$ cat src/rtl/core/rld_pkg.sv
`timescale 1ns / 1ps

package rld_pkg;

  // store geometry
  localparam int unsigned DEPTH      = 64;
  localparam int unsigned COUNT_BITS = 32;
  localparam int unsigned IDX_W      = $clog2(DEPTH);
  localparam int unsigned TOT_W      = $clog2(DEPTH + 1);

  // field widths
  localparam int unsigned KIND_W     = 3;
  localparam int unsigned AMOUNT_W   = 32;
  localparam int unsigned SYMBOL_W   = 8;
  localparam int unsigned OUT_CNT_W  = 38;
  localparam int unsigned STATUS_W   = 2;

  // packed stream words, rounded up to whole bytes
  localparam int unsigned IN_DATA_W  = ((AMOUNT_W + SYMBOL_W + 7) / 8) * 8;
  localparam int unsigned OUT_DATA_W = ((OUT_CNT_W + SYMBOL_W + STATUS_W + 7) / 8) * 8;

  // accumulator sum width, one carry bit above the wider operand
  localparam int unsigned SUM_W = ((OUT_CNT_W > COUNT_BITS) ? OUT_CNT_W : COUNT_BITS) + 1;

  localparam logic [OUT_CNT_W-1:0] OUT_CNT_MAX = '1;

  // operation codes
  localparam logic [KIND_W-1:0] KIND_PUSH_BACK    = 3'd0;
  localparam logic [KIND_W-1:0] KIND_PUSH_FRONT   = 3'd1;
  localparam logic [KIND_W-1:0] KIND_REMOVE_BACK  = 3'd2;
  localparam logic [KIND_W-1:0] KIND_REMOVE_FRONT = 3'd3;
  localparam logic [KIND_W-1:0] KIND_READ         = 3'd4;

  // status codes
  localparam logic [STATUS_W-1:0] ST_OK    = 2'd0;
  localparam logic [STATUS_W-1:0] ST_FULL  = 2'd1;
  localparam logic [STATUS_W-1:0] ST_SHORT = 2'd2;
  localparam logic [STATUS_W-1:0] ST_EMPTY = 2'd3;

  // controller to datapath
  typedef struct packed {
    logic                capture;
    logic                push;
    logic                start;
    logic                advance;
    logic                acc_add;
    logic                acc_load;
    logic                trim;
    logic                emit;
    logic                emit_run;
    logic                emit_last;
    logic [STATUS_W-1:0] emit_status;
  } rld_cmd_t;

  // datapath to controller
  typedef struct packed {
    logic [KIND_W-1:0] kind;
    logic              amount_zero;
    logic              total_zero;
    logic              full;
    logic              hit;
    logic              at_end;
    logic              same_sym;
    logic              first;
    logic              out_free;
  } rld_stat_t;

  // push amount limited to the stored count width
  function automatic logic [COUNT_BITS-1:0] clamp_count(input logic [AMOUNT_W-1:0] a);
    logic [AMOUNT_W+COUNT_BITS-1:0] wide;
    wide = {{COUNT_BITS{1'b0}}, a};
    if (wide > {{AMOUNT_W{1'b0}}, {COUNT_BITS{1'b1}}}) begin
      return '1;
    end
    return wide[COUNT_BITS-1:0];
  endfunction

  // circular slot of position pos counted from head
  function automatic logic [IDX_W-1:0] slot_of(input logic [IDX_W-1:0] head,
                                               input logic [IDX_W-1:0] pos);
    logic [IDX_W:0] s;
    s = {1'b0, head} + {1'b0, pos};
    if (s >= (IDX_W + 1)'(DEPTH)) begin
      s = s - (IDX_W + 1)'(DEPTH);
    end
    return s[IDX_W-1:0];
  endfunction

endpackage

$ cat src/rtl/core/rld_datapath.sv
`timescale 1ns / 1ps

module rld_datapath (
  input  logic                              clk_i,
  input  logic                              rst_ni,
  input  logic [rld_pkg::IN_DATA_W-1:0]     in_tdata_i,
  input  logic [rld_pkg::KIND_W-1:0]        in_tuser_i,
  input  rld_pkg::rld_cmd_t                 cmd_i,
  output rld_pkg::rld_stat_t                stat_o,
  input  logic                              out_tready_i,
  output logic                              out_tvalid_o,
  output logic [rld_pkg::OUT_DATA_W-1:0]    out_tdata_o,
  output logic                              out_tlast_o
);

  // captured transaction
  logic [rld_pkg::KIND_W-1:0]     kind_q;
  logic [rld_pkg::AMOUNT_W-1:0]   amount_q;
  logic [rld_pkg::SYMBOL_W-1:0]   symbol_q;

  // deque bookkeeping and walk position
  logic [rld_pkg::IDX_W-1:0]      head_q, head_d;
  logic [rld_pkg::TOT_W-1:0]      total_q, total_d;
  logic [rld_pkg::TOT_W-1:0]      k_q, k_d;

  // run accumulator
  logic [rld_pkg::OUT_CNT_W-1:0]  acc_q;
  logic [rld_pkg::SYMBOL_W-1:0]   sym_q;

  // output register
  logic                           out_valid_q;
  logic [rld_pkg::OUT_CNT_W-1:0]  out_cnt_q;
  logic [rld_pkg::SYMBOL_W-1:0]   out_sym_q;
  logic                           out_last_q;
  logic [rld_pkg::STATUS_W-1:0]   out_status_q;

  // run store
  logic [rld_pkg::SYMBOL_W-1:0]   mem_sym_q [rld_pkg::DEPTH];
  logic [rld_pkg::COUNT_BITS-1:0] mem_cnt_q [rld_pkg::DEPTH];
  logic [rld_pkg::SYMBOL_W-1:0]   rd_sym_q;
  logic [rld_pkg::COUNT_BITS-1:0] rd_cnt_q;

  logic                           wr_en;
  logic [rld_pkg::IDX_W-1:0]      wr_addr;
  logic [rld_pkg::SYMBOL_W-1:0]   wr_sym;
  logic [rld_pkg::COUNT_BITS-1:0] wr_cnt;
  logic [rld_pkg::IDX_W-1:0]      rd_addr;

  logic                           walk_back;
  logic [rld_pkg::TOT_W-1:0]      back_rd_pos, back_cur_pos;
  logic [rld_pkg::IDX_W-1:0]      rd_pos, cur_pos, cur_slot, push_slot;
  logic [rld_pkg::SUM_W-1:0]      sum_w, rem_w, amount_w, rd_cnt_w;
  logic [rld_pkg::OUT_CNT_W-1:0]  sum_sat, load_sat;
  logic                           exact;
  logic [rld_pkg::TOT_W-1:0]      dropped;

  // walk addressing: front to back, or back to front for a back removal
  assign walk_back    = (kind_q == rld_pkg::KIND_REMOVE_BACK);
  assign back_rd_pos  = total_q - rld_pkg::TOT_W'(1) - k_d;
  assign back_cur_pos = total_q - rld_pkg::TOT_W'(1) - k_q;
  assign rd_pos  = walk_back ? back_rd_pos[rld_pkg::IDX_W-1:0] : k_d[rld_pkg::IDX_W-1:0];
  assign cur_pos = walk_back ? back_cur_pos[rld_pkg::IDX_W-1:0] : k_q[rld_pkg::IDX_W-1:0];
  assign rd_addr  = rld_pkg::slot_of(head_q, rd_pos);
  assign cur_slot = rld_pkg::slot_of(head_q, cur_pos);

  // push target: behind the last run, or ahead of the head
  assign push_slot = (kind_q == rld_pkg::KIND_PUSH_BACK)
                   ? rld_pkg::slot_of(head_q, total_q[rld_pkg::IDX_W-1:0])
                   : rld_pkg::slot_of(head_q, rld_pkg::IDX_W'(rld_pkg::DEPTH - 1));

  // accumulate and compare against the removal amount
  assign amount_w = rld_pkg::SUM_W'(amount_q);
  assign rd_cnt_w = rld_pkg::SUM_W'(rd_cnt_q);
  assign sum_w    = rld_pkg::SUM_W'(acc_q) + rd_cnt_w;
  assign rem_w    = sum_w - amount_w;
  assign exact    = (sum_w == amount_w);
  assign dropped  = exact ? (k_q + rld_pkg::TOT_W'(1)) : k_q;
  assign sum_sat  = (sum_w > rld_pkg::SUM_W'(rld_pkg::OUT_CNT_MAX))
                  ? rld_pkg::OUT_CNT_MAX : sum_w[rld_pkg::OUT_CNT_W-1:0];
  assign load_sat = (rd_cnt_w > rld_pkg::SUM_W'(rld_pkg::OUT_CNT_MAX))
                  ? rld_pkg::OUT_CNT_MAX : rd_cnt_w[rld_pkg::OUT_CNT_W-1:0];

  // store write port
  always_comb begin
    wr_en   = 1'b0;
    wr_addr = push_slot;
    wr_sym  = symbol_q;
    wr_cnt  = rld_pkg::clamp_count(amount_q);
    if (cmd_i.push) begin
      wr_en = 1'b1;
    end else if (cmd_i.trim && !exact) begin
      wr_en   = 1'b1;
      wr_addr = cur_slot;
      wr_sym  = rd_sym_q;
      wr_cnt  = rem_w[rld_pkg::COUNT_BITS-1:0];
    end
  end

  // next head, fill and walk position
  always_comb begin
    head_d  = head_q;
    total_d = total_q;
    k_d     = k_q;
    if (cmd_i.push) begin
      total_d = total_q + rld_pkg::TOT_W'(1);
      if (kind_q == rld_pkg::KIND_PUSH_FRONT) begin
        head_d = push_slot;
      end
    end
    if (cmd_i.trim) begin
      total_d = total_q - dropped;
      if (!walk_back) begin
        head_d = rld_pkg::slot_of(head_q, dropped[rld_pkg::IDX_W-1:0]);
      end
    end
    if (cmd_i.start) begin
      k_d = '0;
    end else if (cmd_i.advance) begin
      k_d = k_q + rld_pkg::TOT_W'(1);
    end
  end

  // run store with registered read
  always_ff @(posedge clk_i) begin
    if (wr_en) begin
      mem_sym_q[wr_addr] <= wr_sym;
      mem_cnt_q[wr_addr] <= wr_cnt;
    end
    rd_sym_q <= mem_sym_q[rd_addr];
    rd_cnt_q <= mem_cnt_q[rd_addr];
  end

  // control state
  always_ff @(posedge clk_i or negedge rst_ni) begin
    if (!rst_ni) begin
      head_q      <= '0;
      total_q     <= '0;
      k_q         <= '0;
      out_valid_q <= 1'b0;
    end else begin
      head_q  <= head_d;
      total_q <= total_d;
      k_q     <= k_d;
      if (cmd_i.emit) begin
        out_valid_q <= 1'b1;
      end else if (out_tready_i) begin
        out_valid_q <= 1'b0;
      end
    end
  end

  // payload registers
  always_ff @(posedge clk_i) begin
    if (cmd_i.capture) begin
      kind_q   <= in_tuser_i;
      amount_q <= in_tdata_i[rld_pkg::AMOUNT_W-1:0];
      symbol_q <= in_tdata_i[rld_pkg::AMOUNT_W +: rld_pkg::SYMBOL_W];
    end
    if (cmd_i.start) begin
      acc_q <= '0;
    end else if (cmd_i.acc_load) begin
      acc_q <= load_sat;
      sym_q <= rd_sym_q;
    end else if (cmd_i.acc_add) begin
      acc_q <= sum_sat;
    end
    if (cmd_i.emit) begin
      out_cnt_q    <= cmd_i.emit_run ? acc_q : '0;
      out_sym_q    <= cmd_i.emit_run ? sym_q : '0;
      out_last_q   <= cmd_i.emit_last;
      out_status_q <= cmd_i.emit_status;
    end
  end

  // status back to the controller
  always_comb begin
    stat_o.kind        = kind_q;
    stat_o.amount_zero = (amount_q == '0);
    stat_o.total_zero  = (total_q == '0);
    stat_o.full        = (total_q >= rld_pkg::TOT_W'(rld_pkg::DEPTH));
    stat_o.hit         = (sum_w >= amount_w);
    stat_o.at_end      = ((k_q + rld_pkg::TOT_W'(1)) == total_q);
    stat_o.same_sym    = (rd_sym_q == sym_q);
    stat_o.first       = (k_q == '0);
    stat_o.out_free    = !out_valid_q || out_tready_i;
  end

  assign out_tvalid_o = out_valid_q;
  assign out_tlast_o  = out_last_q;
  assign out_tdata_o  = rld_pkg::OUT_DATA_W'({out_status_q, out_sym_q, out_cnt_q});

endmodule

$ cat src/rtl/core/rld_ctrl.sv
`timescale 1ns / 1ps

module rld_ctrl (
  input  logic               clk_i,
  input  logic               rst_ni,
  input  logic               in_tvalid_i,
  output logic               in_tready_o,
  input  rld_pkg::rld_stat_t stat_i,
  output rld_pkg::rld_cmd_t  cmd_o
);

  typedef enum logic [2:0] {
    S_IDLE,
    S_DECIDE,
    S_WALK_REMOVE,
    S_WALK_READ,
    S_FINAL,
    S_RESULT
  } state_e;

  state_e                       state_q, state_d;
  logic [rld_pkg::STATUS_W-1:0] res_status_q, res_status_d;

  assign in_tready_o = (state_q == S_IDLE);

  // next state and datapath commands
  always_comb begin
    state_d      = state_q;
    res_status_d = res_status_q;
    cmd_o        = '0;
    unique case (state_q)
      S_IDLE: begin
        if (in_tvalid_i) begin
          cmd_o.capture = 1'b1;
          state_d       = S_DECIDE;
        end
      end
      S_DECIDE: begin
        state_d      = S_RESULT;
        res_status_d = rld_pkg::ST_OK;
        unique case (stat_i.kind) inside
          rld_pkg::KIND_PUSH_BACK, rld_pkg::KIND_PUSH_FRONT: begin
            if (stat_i.full) begin
              res_status_d = rld_pkg::ST_FULL;
            end else if (!stat_i.amount_zero) begin
              cmd_o.push = 1'b1;
            end
          end
          rld_pkg::KIND_REMOVE_BACK, rld_pkg::KIND_REMOVE_FRONT: begin
            if (stat_i.amount_zero) begin
              res_status_d = rld_pkg::ST_OK;
            end else if (stat_i.total_zero) begin
              res_status_d = rld_pkg::ST_SHORT;
            end else begin
              cmd_o.start = 1'b1;
              state_d     = S_WALK_REMOVE;
            end
          end
          rld_pkg::KIND_READ: begin
            if (stat_i.total_zero) begin
              res_status_d = rld_pkg::ST_EMPTY;
            end else begin
              cmd_o.start = 1'b1;
              state_d     = S_WALK_READ;
            end
          end
          default: begin
            res_status_d = rld_pkg::ST_OK;
          end
        endcase
      end
      S_WALK_REMOVE: begin
        // boundary run found, or whole deque walked without reaching the amount
        if (stat_i.hit) begin
          cmd_o.trim   = 1'b1;
          res_status_d = rld_pkg::ST_OK;
          state_d      = S_RESULT;
        end else if (stat_i.at_end) begin
          res_status_d = rld_pkg::ST_SHORT;
          state_d      = S_RESULT;
        end else begin
          cmd_o.acc_add = 1'b1;
          cmd_o.advance = 1'b1;
        end
      end
      S_WALK_READ: begin
        if (stat_i.first || stat_i.same_sym || stat_i.out_free) begin
          if (stat_i.first) begin
            cmd_o.acc_load = 1'b1;
          end else if (stat_i.same_sym) begin
            cmd_o.acc_add = 1'b1;
          end else begin
            // symbol changes: hand out the merged run and start a new one
            cmd_o.emit        = 1'b1;
            cmd_o.emit_run    = 1'b1;
            cmd_o.emit_status = rld_pkg::ST_OK;
            cmd_o.acc_load    = 1'b1;
          end
          if (stat_i.at_end) begin
            state_d = S_FINAL;
          end else begin
            cmd_o.advance = 1'b1;
          end
        end
      end
      S_FINAL: begin
        if (stat_i.out_free) begin
          cmd_o.emit        = 1'b1;
          cmd_o.emit_run    = 1'b1;
          cmd_o.emit_last   = 1'b1;
          cmd_o.emit_status = rld_pkg::ST_OK;
          state_d           = S_IDLE;
        end
      end
      S_RESULT: begin
        if (stat_i.out_free) begin
          cmd_o.emit        = 1'b1;
          cmd_o.emit_last   = 1'b1;
          cmd_o.emit_status = res_status_q;
          state_d           = S_IDLE;
        end
      end
      default: begin
        state_d = S_IDLE;
      end
    endcase
  end

  // state and registered result status
  always_ff @(posedge clk_i or negedge rst_ni) begin
    if (!rst_ni) begin
      state_q      <= S_IDLE;
      res_status_q <= rld_pkg::ST_OK;
    end else begin
      state_q      <= state_d;
      res_status_q <= res_status_d;
    end
  end

endmodule

$ cat src/rtl/core/run_length_deque.sv
`timescale 1ns / 1ps
// channel  direction  tdata (low bit up)                    tuser  tlast
// s_axis   in         amount[31:0], symbol[39:32]           kind   -
// m_axis   out        run_count[37:0], run_symbol[45:38],   -      last
//                     status[47:46]
//
// a push goes from transaction to result through capture, decide and result
// a removal walks the stored runs from the removal end between decide and
// result; one store read port walks one run a cycle
// a read-out walks every stored run in turn, then hands out the last merged run
// every result waits while the output register is held by m_axis_tready low
// reset clears head, fill, walk position and output valid; no clearing pass over the run store

module run_length_deque (
  input  logic                           clk_i,
  input  logic                           rst_ni,
  input  logic                           s_axis_tvalid,
  output logic                           s_axis_tready,
  input  logic [rld_pkg::IN_DATA_W-1:0]  s_axis_tdata,  // amount, symbol
  input  logic [rld_pkg::KIND_W-1:0]     s_axis_tuser,  // kind
  output logic                           m_axis_tvalid,
  input  logic                           m_axis_tready,
  output logic [rld_pkg::OUT_DATA_W-1:0] m_axis_tdata,  // run_count, run_symbol, status
  output logic                           m_axis_tlast   // last
);

  rld_pkg::rld_cmd_t  cmd;
  rld_pkg::rld_stat_t stat;

  // sequencer
  rld_ctrl u_ctrl (
    .clk_i       (clk_i),
    .rst_ni      (rst_ni),
    .in_tvalid_i (s_axis_tvalid),
    .in_tready_o (s_axis_tready),
    .stat_i      (stat),
    .cmd_o       (cmd)
  );

  // run store, accumulator and output register
  rld_datapath u_datapath (
    .clk_i        (clk_i),
    .rst_ni       (rst_ni),
    .in_tdata_i   (s_axis_tdata),
    .in_tuser_i   (s_axis_tuser),
    .cmd_i        (cmd),
    .stat_o       (stat),
    .out_tready_i (m_axis_tready),
    .out_tvalid_o (m_axis_tvalid),
    .out_tdata_o  (m_axis_tdata),
    .out_tlast_o  (m_axis_tlast)
  );

endmodule

$ cat config.mk
export PLATFORM = sky130hd
export DESIGN_NAME = run_length_deque
export DESIGN_NICKNAME = d
export VERILOG_FILES = /design/src/rtl/core/rld_pkg.sv /design/src/rtl/core/rld_datapath.sv /design/src/rtl/core/rld_ctrl.sv /design/src/rtl/core/run_length_deque.sv
export SDC_FILE = /design/constraint.sdc
export NUM_CORES = 2
export LEC_CHECK = 0
export ABC_CLOCK_PERIOD_IN_PS = 7700
export BUFFER_PORTS_ARGS = -buffer_cell sky130_fd_sc_hd__buf_2
export CELL_PAD_IN_SITES_DETAIL_PLACEMENT = 1
export CELL_PAD_IN_SITES_GLOBAL_PLACEMENT = 1
export CORE_ASPECT_RATIO = 2
export CORE_UTILIZATION = 50
export DETAILED_ROUTE_END_ITERATION = 10
export PLACE_DENSITY = 0.77
export SYNTH_ARGS = -nofsm -noshare
export SYNTH_HDL_FRONTEND = slang
export SYNTH_SLANG_ARGS = --single-unit
$ cat constraint.sdc
create_clock -name clk_i -period 7.7 [get_ports clk_i]
set_input_delay 1.54 -clock clk_i [delete_from_list [all_inputs] [get_ports clk_i]]
set_output_delay 1.54 -clock clk_i [all_outputs]
set_load 0.02 [all_outputs]
Yosys cells after proc, flatten, opt, wreduce, memory -nomap -nowiden
Memories as Yosys holds them, arrays and structs flattened. A register that Yosys moved wholly into a read port is not among the register bits.
Index checks and enable logic that the tools add are counted.
- bitwise logic cells: 1
- order comparisons: 9
- equal/unequal tests: 17
- add/sub/neg operators: 18
- reductions and logical operators: 21
- muxes and demuxes: 83
- operator list (operator ; count):
    $mux 38 ; 4
    $mux 6 ; 14
    $mux 32 ; 2
    $ge 7x7->1 const B ; 6
    $add 38x32->39 ; 1
    $eq 39x32->1 ; 1
    $ge 39x32->1 ; 1
    $gt 39x38->1 const B ; 1
    $gt 32x38->1 const B ; 1
    $sub 6x1->6 const B ; 6
    $mux 7 ; 5
    $mux 3 ; 11
    $logic_not 32->1 ; 1
    $sub 32x32->32 ; 1
    $add 6x6->7 ; 4
    $mux 1 ; 23
    $mux 2 ; 11
    $mux 8 ; 2
    $pmux 3 s5 ; 1
    $add 7x1->7 const B ; 2
    $logic_not 7->1 ; 2
    $eq 3x2->1 const B ; 4
    $pmux 2 s2 ; 3
    $sub 6x6->6 ; 2
    other kinds (23) ; 40
- output and inout bits: 51
- memories: 2
- register bits: 164
- bits in writable memories: 2560
- word-level logic and storage cells: 166
- memories (memory ; depth ; width ; read ports ; clocked after memory_dff ; write ports ; line ; RTL):
    u_datapath.mem_cnt_q ; 64 ; 32 ; 1 ; 1 ; 1 ; rld_datapath.sv:39 ; logic [rld_pkg::COUNT_BITS-1:0] mem_cnt_q [rld_pkg::DEPTH];
    u_datapath.mem_sym_q ; 64 ; 8 ; 1 ; 1 ; 1 ; rld_datapath.sv:38 ; logic [rld_pkg::SYMBOL_W-1:0] mem_sym_q [rld_pkg::DEPTH];

Longest topological paths before layout
- word-level depth: 12
- mapped depth: 46

Cells and area by module
A second synthesis with hierarchy kept.
- cell total of the unflattened synthesis: 5371
- area, all modules: 111207.9 um^2
- by module, submodules not included (module ; times used ; area an instance (um^2) ; cells each):
    rld_datapath ; 1 ; 110693.7 ; 5306
    rld_ctrl ; 1 ; 514.2 ; 65

Worst setup path before layout
OpenSTA, ideal clock, no wires.
- path kind: reg2reg
- start: register u_datapath.rd_cnt_q[7] in the netlist's numbering, read port of u_datapath.mem_cnt_q
- end: register u_datapath.rd_cnt_q[22] in the netlist's numbering, read port of u_datapath.mem_cnt_q
- setup slack: -0.657 ns
- data required time: 7.567 ns
- path buffers: 2
- cell stages (with the launch flop): 39
- data arrival time: 8.224 ns
- path through: dfxtp_1 -> ha_1 -> a21oi_1 -> o211ai_1 -> a2111oi_0 -> a21oi_1 -> a21o_1 -> a31oi_1 -> o21ai_0 -> a211oi_1 -> o21bai_1 -> xor2_1 -> ha_1 -> a21o_1 -> a21o_1 -> a21oi_1 -> o211ai_1 -> a21oi_1 -> (+3 left out) -> nor2_1 -> xnor2_1 -> nor2_1 -> ha_1 -> inv_1 -> fa_1 -> xnor2_1 -> nand2_1 -> xnor2_1 -> ha_1 -> xnor2_1 -> clkbuf_1 -> buf_1 -> mux4_2 -> mux2i_1 -> mux2i_1 -> o22ai_1 -> a221oi_2
- cells in the longest elaborated chain, start to end: 11
- ends and longest elaborated chain (what ; line ; RTL):
    from (decl) ; rld_datapath.sv:41 ; logic [rld_pkg::COUNT_BITS-1:0] rd_cnt_q;
    $add 38x32->39 (*) ; rld_datapath.sv:74 ; assign sum_w = rld_pkg::SUM_W'(acc_q) + rd_cnt_w;
    $ge 39x32->1 (*) ; rld_datapath.sv:181 ; stat_o.hit = (sum_w >= amount_w);
    $mux 2 (*) ; rld_ctrl.sv:74 ; if (stat_i.hit) begin
    $pmux 2 s2 (*) ; rld_ctrl.sv:31 ; unique case (state_q)
    $mux 7 (*) ; rld_datapath.sv:118 ; end else if (cmd_i.advance) begin
    $mux 7 (*) ; rld_datapath.sv:116 ; if (cmd_i.start) begin
    via u_datapath.k_d, one bit ; rld_datapath.sv:24 ; logic [rld_pkg::TOT_W-1:0] k_q, k_d;
    $sub 6x6->6 ; rld_datapath.sv:59 ; assign back_rd_pos = total_q - rld_pkg::TOT_W'(1) - k_d;
    $mux 6 (*) ; rld_datapath.sv:61 ; assign rd_pos = walk_back ? back_rd_pos[rld_pkg::IDX_W-1:0] : k_d[rld_pkg::IDX_W-1:0];
    $add 6x6->7 (*) ; rld_pkg.sv:82 ; s = {1'b0, head} + {1'b0, pos};
    $sub 6x1->6 or $ge 7x7->1 (tied branches) ; rld_pkg.sv:84, rld_pkg.sv:83 ;
    $mux 6 (*) ; rld_pkg.sv:83 ; if (s >= (IDX_W + 1)'(DEPTH)) begin
The timed path passes the listed nets; every way through them passes the cells marked *.
A chain may end at the register's enable or synchronous reset.

Worst setup path in the final report
- start: register u_datapath.rd_cnt_q[12] in the netlist's numbering, read port of u_datapath.mem_cnt_q
- end: register u_datapath.rd_sym_q[1] in the netlist's numbering, read port of u_datapath.mem_sym_q
- cells in the longest elaborated chain, start to end: 11
- ends and longest elaborated chain (what ; line ; RTL):
    $add 38x32->39 (*) ; rld_datapath.sv:74 ;
    $ge 39x32->1 (*) ; rld_datapath.sv:181 ;
    $mux 2 (*) ; rld_ctrl.sv:74 ;
    $pmux 2 s2 (*) ; rld_ctrl.sv:31 ;
    $mux 7 (*) ; rld_datapath.sv:118 ;
    $mux 7 (*) ; rld_datapath.sv:116 ;
    via u_datapath.k_d, one bit ; rld_datapath.sv:24 ;
    $sub 6x6->6 ; rld_datapath.sv:59 ;
    $mux 6 (*) ; rld_datapath.sv:61 ;
    $add 6x6->7 (*) ; rld_pkg.sv:82 ;
    $sub 6x1->6 or $ge 7x7->1 (tied branches) ; rld_pkg.sv:84, rld_pkg.sv:83 ;
    $mux 6 (*) ; rld_pkg.sv:83 ;
    to (decl) ; rld_datapath.sv:40 ; logic [rld_pkg::SYMBOL_W-1:0] rd_sym_q;
Marked as above.

==> impl_metrics.tcl <==
set metrics [dict create \
    status "complete, but fails checks" \
    violations "capacitance limit, slew limit, setup timing" \
    grt_max_degree 65 \
    netlist_instances 5402 \
    setup_viol 270 \
    slowest_delay_ns 0.49 \
    synth_edf_count 2660 \
    place.port_buffers 97 \
    multi_input_area_um2 30700 \
    area_growth_pct 23.7 \
    post-place-ws_ns -2.46 \
    yosys_warnings 0 \
    grt_pass1_wl_mm 585 \
    dieArea_um2 225000 \
    hold_path.class "reg2reg" \
    fill_cells 18300 \
    grt_pass1_vias 71300 \
    cp.arrival_ns 10.59 \
    wl_per_cell_um 48.3 \
    postRouteAntennaNets 0 \
    root_buffer "clkbuf_16" \
    cp_common_cell "buf_4" \
    crit_required_ns 8.48 \
    end_kind "register" \
    io_pins 98 \
    worstSetupPathType "reg2reg" \
    period_minus_slack_ns 9.80 \
    initialDrtViolationCount 12400 \
    die_h_um 670 \
    core_area_um2 222000 \
    ys_types 78 \
    max-slew-margin-rel_pct -80.8 \
    layout-drive-gt1-share_pct 41.0 \
    grt_overflow 0 \
    drcViolationCount 0 \
    place_hpwl_mm 223 \
    fp.dieW_um 336 \
    grt.total_usage_pct 38.1 \
    cts_made_buffers 223 \
    clock_latency_ns 0.93 \
    grt_setup_unrepaired "yes" \
    path_clk_slew_ns 0.08 \
    cts.sink_count 2764 \
    drt-pass1-iter-count 9 \
    holdBufCountCts 0 \
    synth_seq_cells 2764 \
    cts_buffer_depth 4 \
    final.setup.worst_slack_ns -2.10 \
    synthArstFlopShare_pct 0.941 \
    wl_mm 470 \
    start_util_pct 50.3 \
    max_freq_mhz 102 \
    rows 245 \
    path_buf_inv 13 \
    fin_skew_ns 0.0537 \
    num_vias 72200 \
    synth_area_um2 112000 \
    finalCritPeriodShare_pct 127 \
    place.gp.congestion 0.929 \
    cap_violations 2 \
    seq_area_um2 82100 \
    seq_area_frac_synth_pct 73.5 \
    slowest_stage "dfxtp_1" \
    finalMaxSlewViolations 5 \
    start_kind "register" \
    h-tree-depth 4 \
    postSynthAreaPerCell_um2 20.7 \
    avgViaCountPerCell 7.43 \
    antenna_found_initial 16 \
    synthesis.nets 5561 \
    cts_tree "done" \
    tightest_slew_ns 2.68 \
    nNetsFinal 6727 \
    cp_top_family "compound AO/OA/AOI/OAI gates" \
    hold_viol_final 0 \
    synthFlopType "edfxtp_1" \
    cp_max_fo 7 \
]
## cell usage in the layout (no fill, tap or decap), types with 70 or more instances in the layout
| cell | instances |
|---|---|
| mux4_2 | 800 |
| ha_1 | 88 |
| buf_2 | 97 |
| clkbuf_16 | 245 |
| edfxtp_1 | 2660 |
| buf_12 | 288 |
| nand2_1 | 163 |
| o21ai_0 | 70 |
| a21oi_1 | 105 |
| nor2_1 | 126 |
| inv_1 | 116 |
| buf_4 | 718 |
## worst paths after layout
check | to | slack (ns) | startpoint | depth (start not counted)
min reg2reg | u_datapath.acc_q[31]$_SDFFE_PP0P_ | 0.49 | u_datapath.acc_q[31]$_SDFFE_PP0P_ | 2
max in group asynchronous | u_datapath.k_q[4]$_DFF_PN0_ | 6.53 | rst_ni | 1
min in group asynchronous | u_ctrl.res_status_q[1]$_DFFE_PN0P_ | 0.68 | rst_ni | 1
max reg2reg | u_datapath.rd_sym_q[1]$_DFF_P_ | -2.10 | u_datapath.rd_cnt_q[12]$_DFF_P_ | 46
min | u_datapath.acc_q[31]$_SDFFE_PP0P_ | 0.49 | u_datapath.acc_q[31]$_SDFFE_PP0P_ | 2
max | u_datapath.rd_sym_q[1]$_DFF_P_ | -2.10 | u_datapath.rd_cnt_q[12]$_DFF_P_ | 46
## per-stage QoR
step                hold WS, ns  area (µm²)  setup TNS (ns)  utilization [%]  std cells
finish                    0.493      138000         -131.75             62.2       9721
global route              0.505      138000         -100.40             62.2       9711
CTS                       0.489      136000          -50.55             61.2       9633
detailed placement        0.479      126000         -135.50             56.8       9135
global placement          0.464      126000          -91.35             56.8       9135
floorplan                 0.436      112000               0                -       5402
## cell usage after synthesis, drive strengths merged, types with 78 or more instances
| master | count | area share (%) |
|---|---|---|
| buf | 87 | 0.32 |
| nand2 | 166 | 0.56 |
| inv | 131 | 0.44 |
| nor2 | 194 | 0.67 |
| mux2i | 132 | 1.2 |
| edfxtp | 2660 | 72 |
| a21oi | 124 | 0.56 |
| clkbuf | 184 | 0.62 |
| o21ai | 109 | 0.49 |
| dfxtp | 78 | 1.4 |
| mux4 | 800 | 16 |
| ha | 103 | 1.2 |
## cell type report
| type | count | area share, % |
|---|---|---|
| clock inverter | 143 | 1.20 |
| antenna | 12 | 0.0217 |
| clock buffer | 259 | 4.23 |
| sequential | 2764 | 59.4 |
| tap | 2964 | 2.68 |
| inverter | 131 | 0.359 |
| multi-input combinational | 2236 | 22.2 |
| timing repair buffer | 1212 | 9.84 |
## worst reg2reg max path, delay by kind of cell, from the launching register on
kind,cells,cell delay [ns]
AND/OR/NAND/NOR,10,1.61
adder cells (fa/ha/maj),4,1.40
XOR/XNOR,4,0.92
AO/OA/AOI/OAI,12,2.37
multiplexers,3,0.71
buffers and inverters,13,2.20
flip-flops,1,0.49
## logic make-up (layout without fill, tap and decap cells)
family	Yosys count	count (layout)	synth area share, %
AOI/OAI and AO/OA	471	471	2.95
other	0	12	0
buffers and inverters	402	1745	1.38
muxes	948	948	17.5
DFF	2764	2764	73.5
xor gates and xnor gates	120	120	0.953
and+or+nand+nor	584	584	2.44
adders and majority gates	113	113	1.32
## what timing repair did
item	CTS	global route
gates resized for setup	262	227
endpoints found under the setup margin	1320	40
pin swaps	75	79
cloned	11	18
buffers inserted	87	64
## layer usage
layer | up-vias | share of wire [%] | track usage [%]
li1 | 24700 | - | -
met1 | 36400 | 29 | 42.7
met2 | 8363 | 47 | 62.5
met3 | 2765 | 12 | 7.43
met4 | 12 | 12 | 32.6
met5 | - | 0.017 | 0
## flip-flops by register name, summed over array words and instances (netlist names), 2 cells and up
| name | flops |
|---|---|
| u_datapath.rd_sym_q | 8 |
| u_datapath.out_cnt_q | 38 |
| u_datapath.acc_q | 38 |
| u_datapath.head_q | 6 |
| u_datapath.amount_q | 32 |
| u_ctrl.state_q | 3 |
| u_datapath.mem_cnt_q | 2048 |
| u_datapath.k_q | 7 |
| u_datapath.out_status_q | 2 |
| u_datapath.sym_q | 8 |
| u_ctrl.res_status_q | 2 |
| u_datapath.mem_sym_q | 512 |
| u_datapath.rd_cnt_q | 32 |
| u_datapath.symbol_q | 8 |
| u_datapath.out_sym_q | 8 |
| u_datapath.kind_q | 3 |
| u_datapath.total_q | 7 |
Power is left out: the tool's default activity adds up to more than one toggle a clock period on the data nets, which glitch-free logic cannot reach.
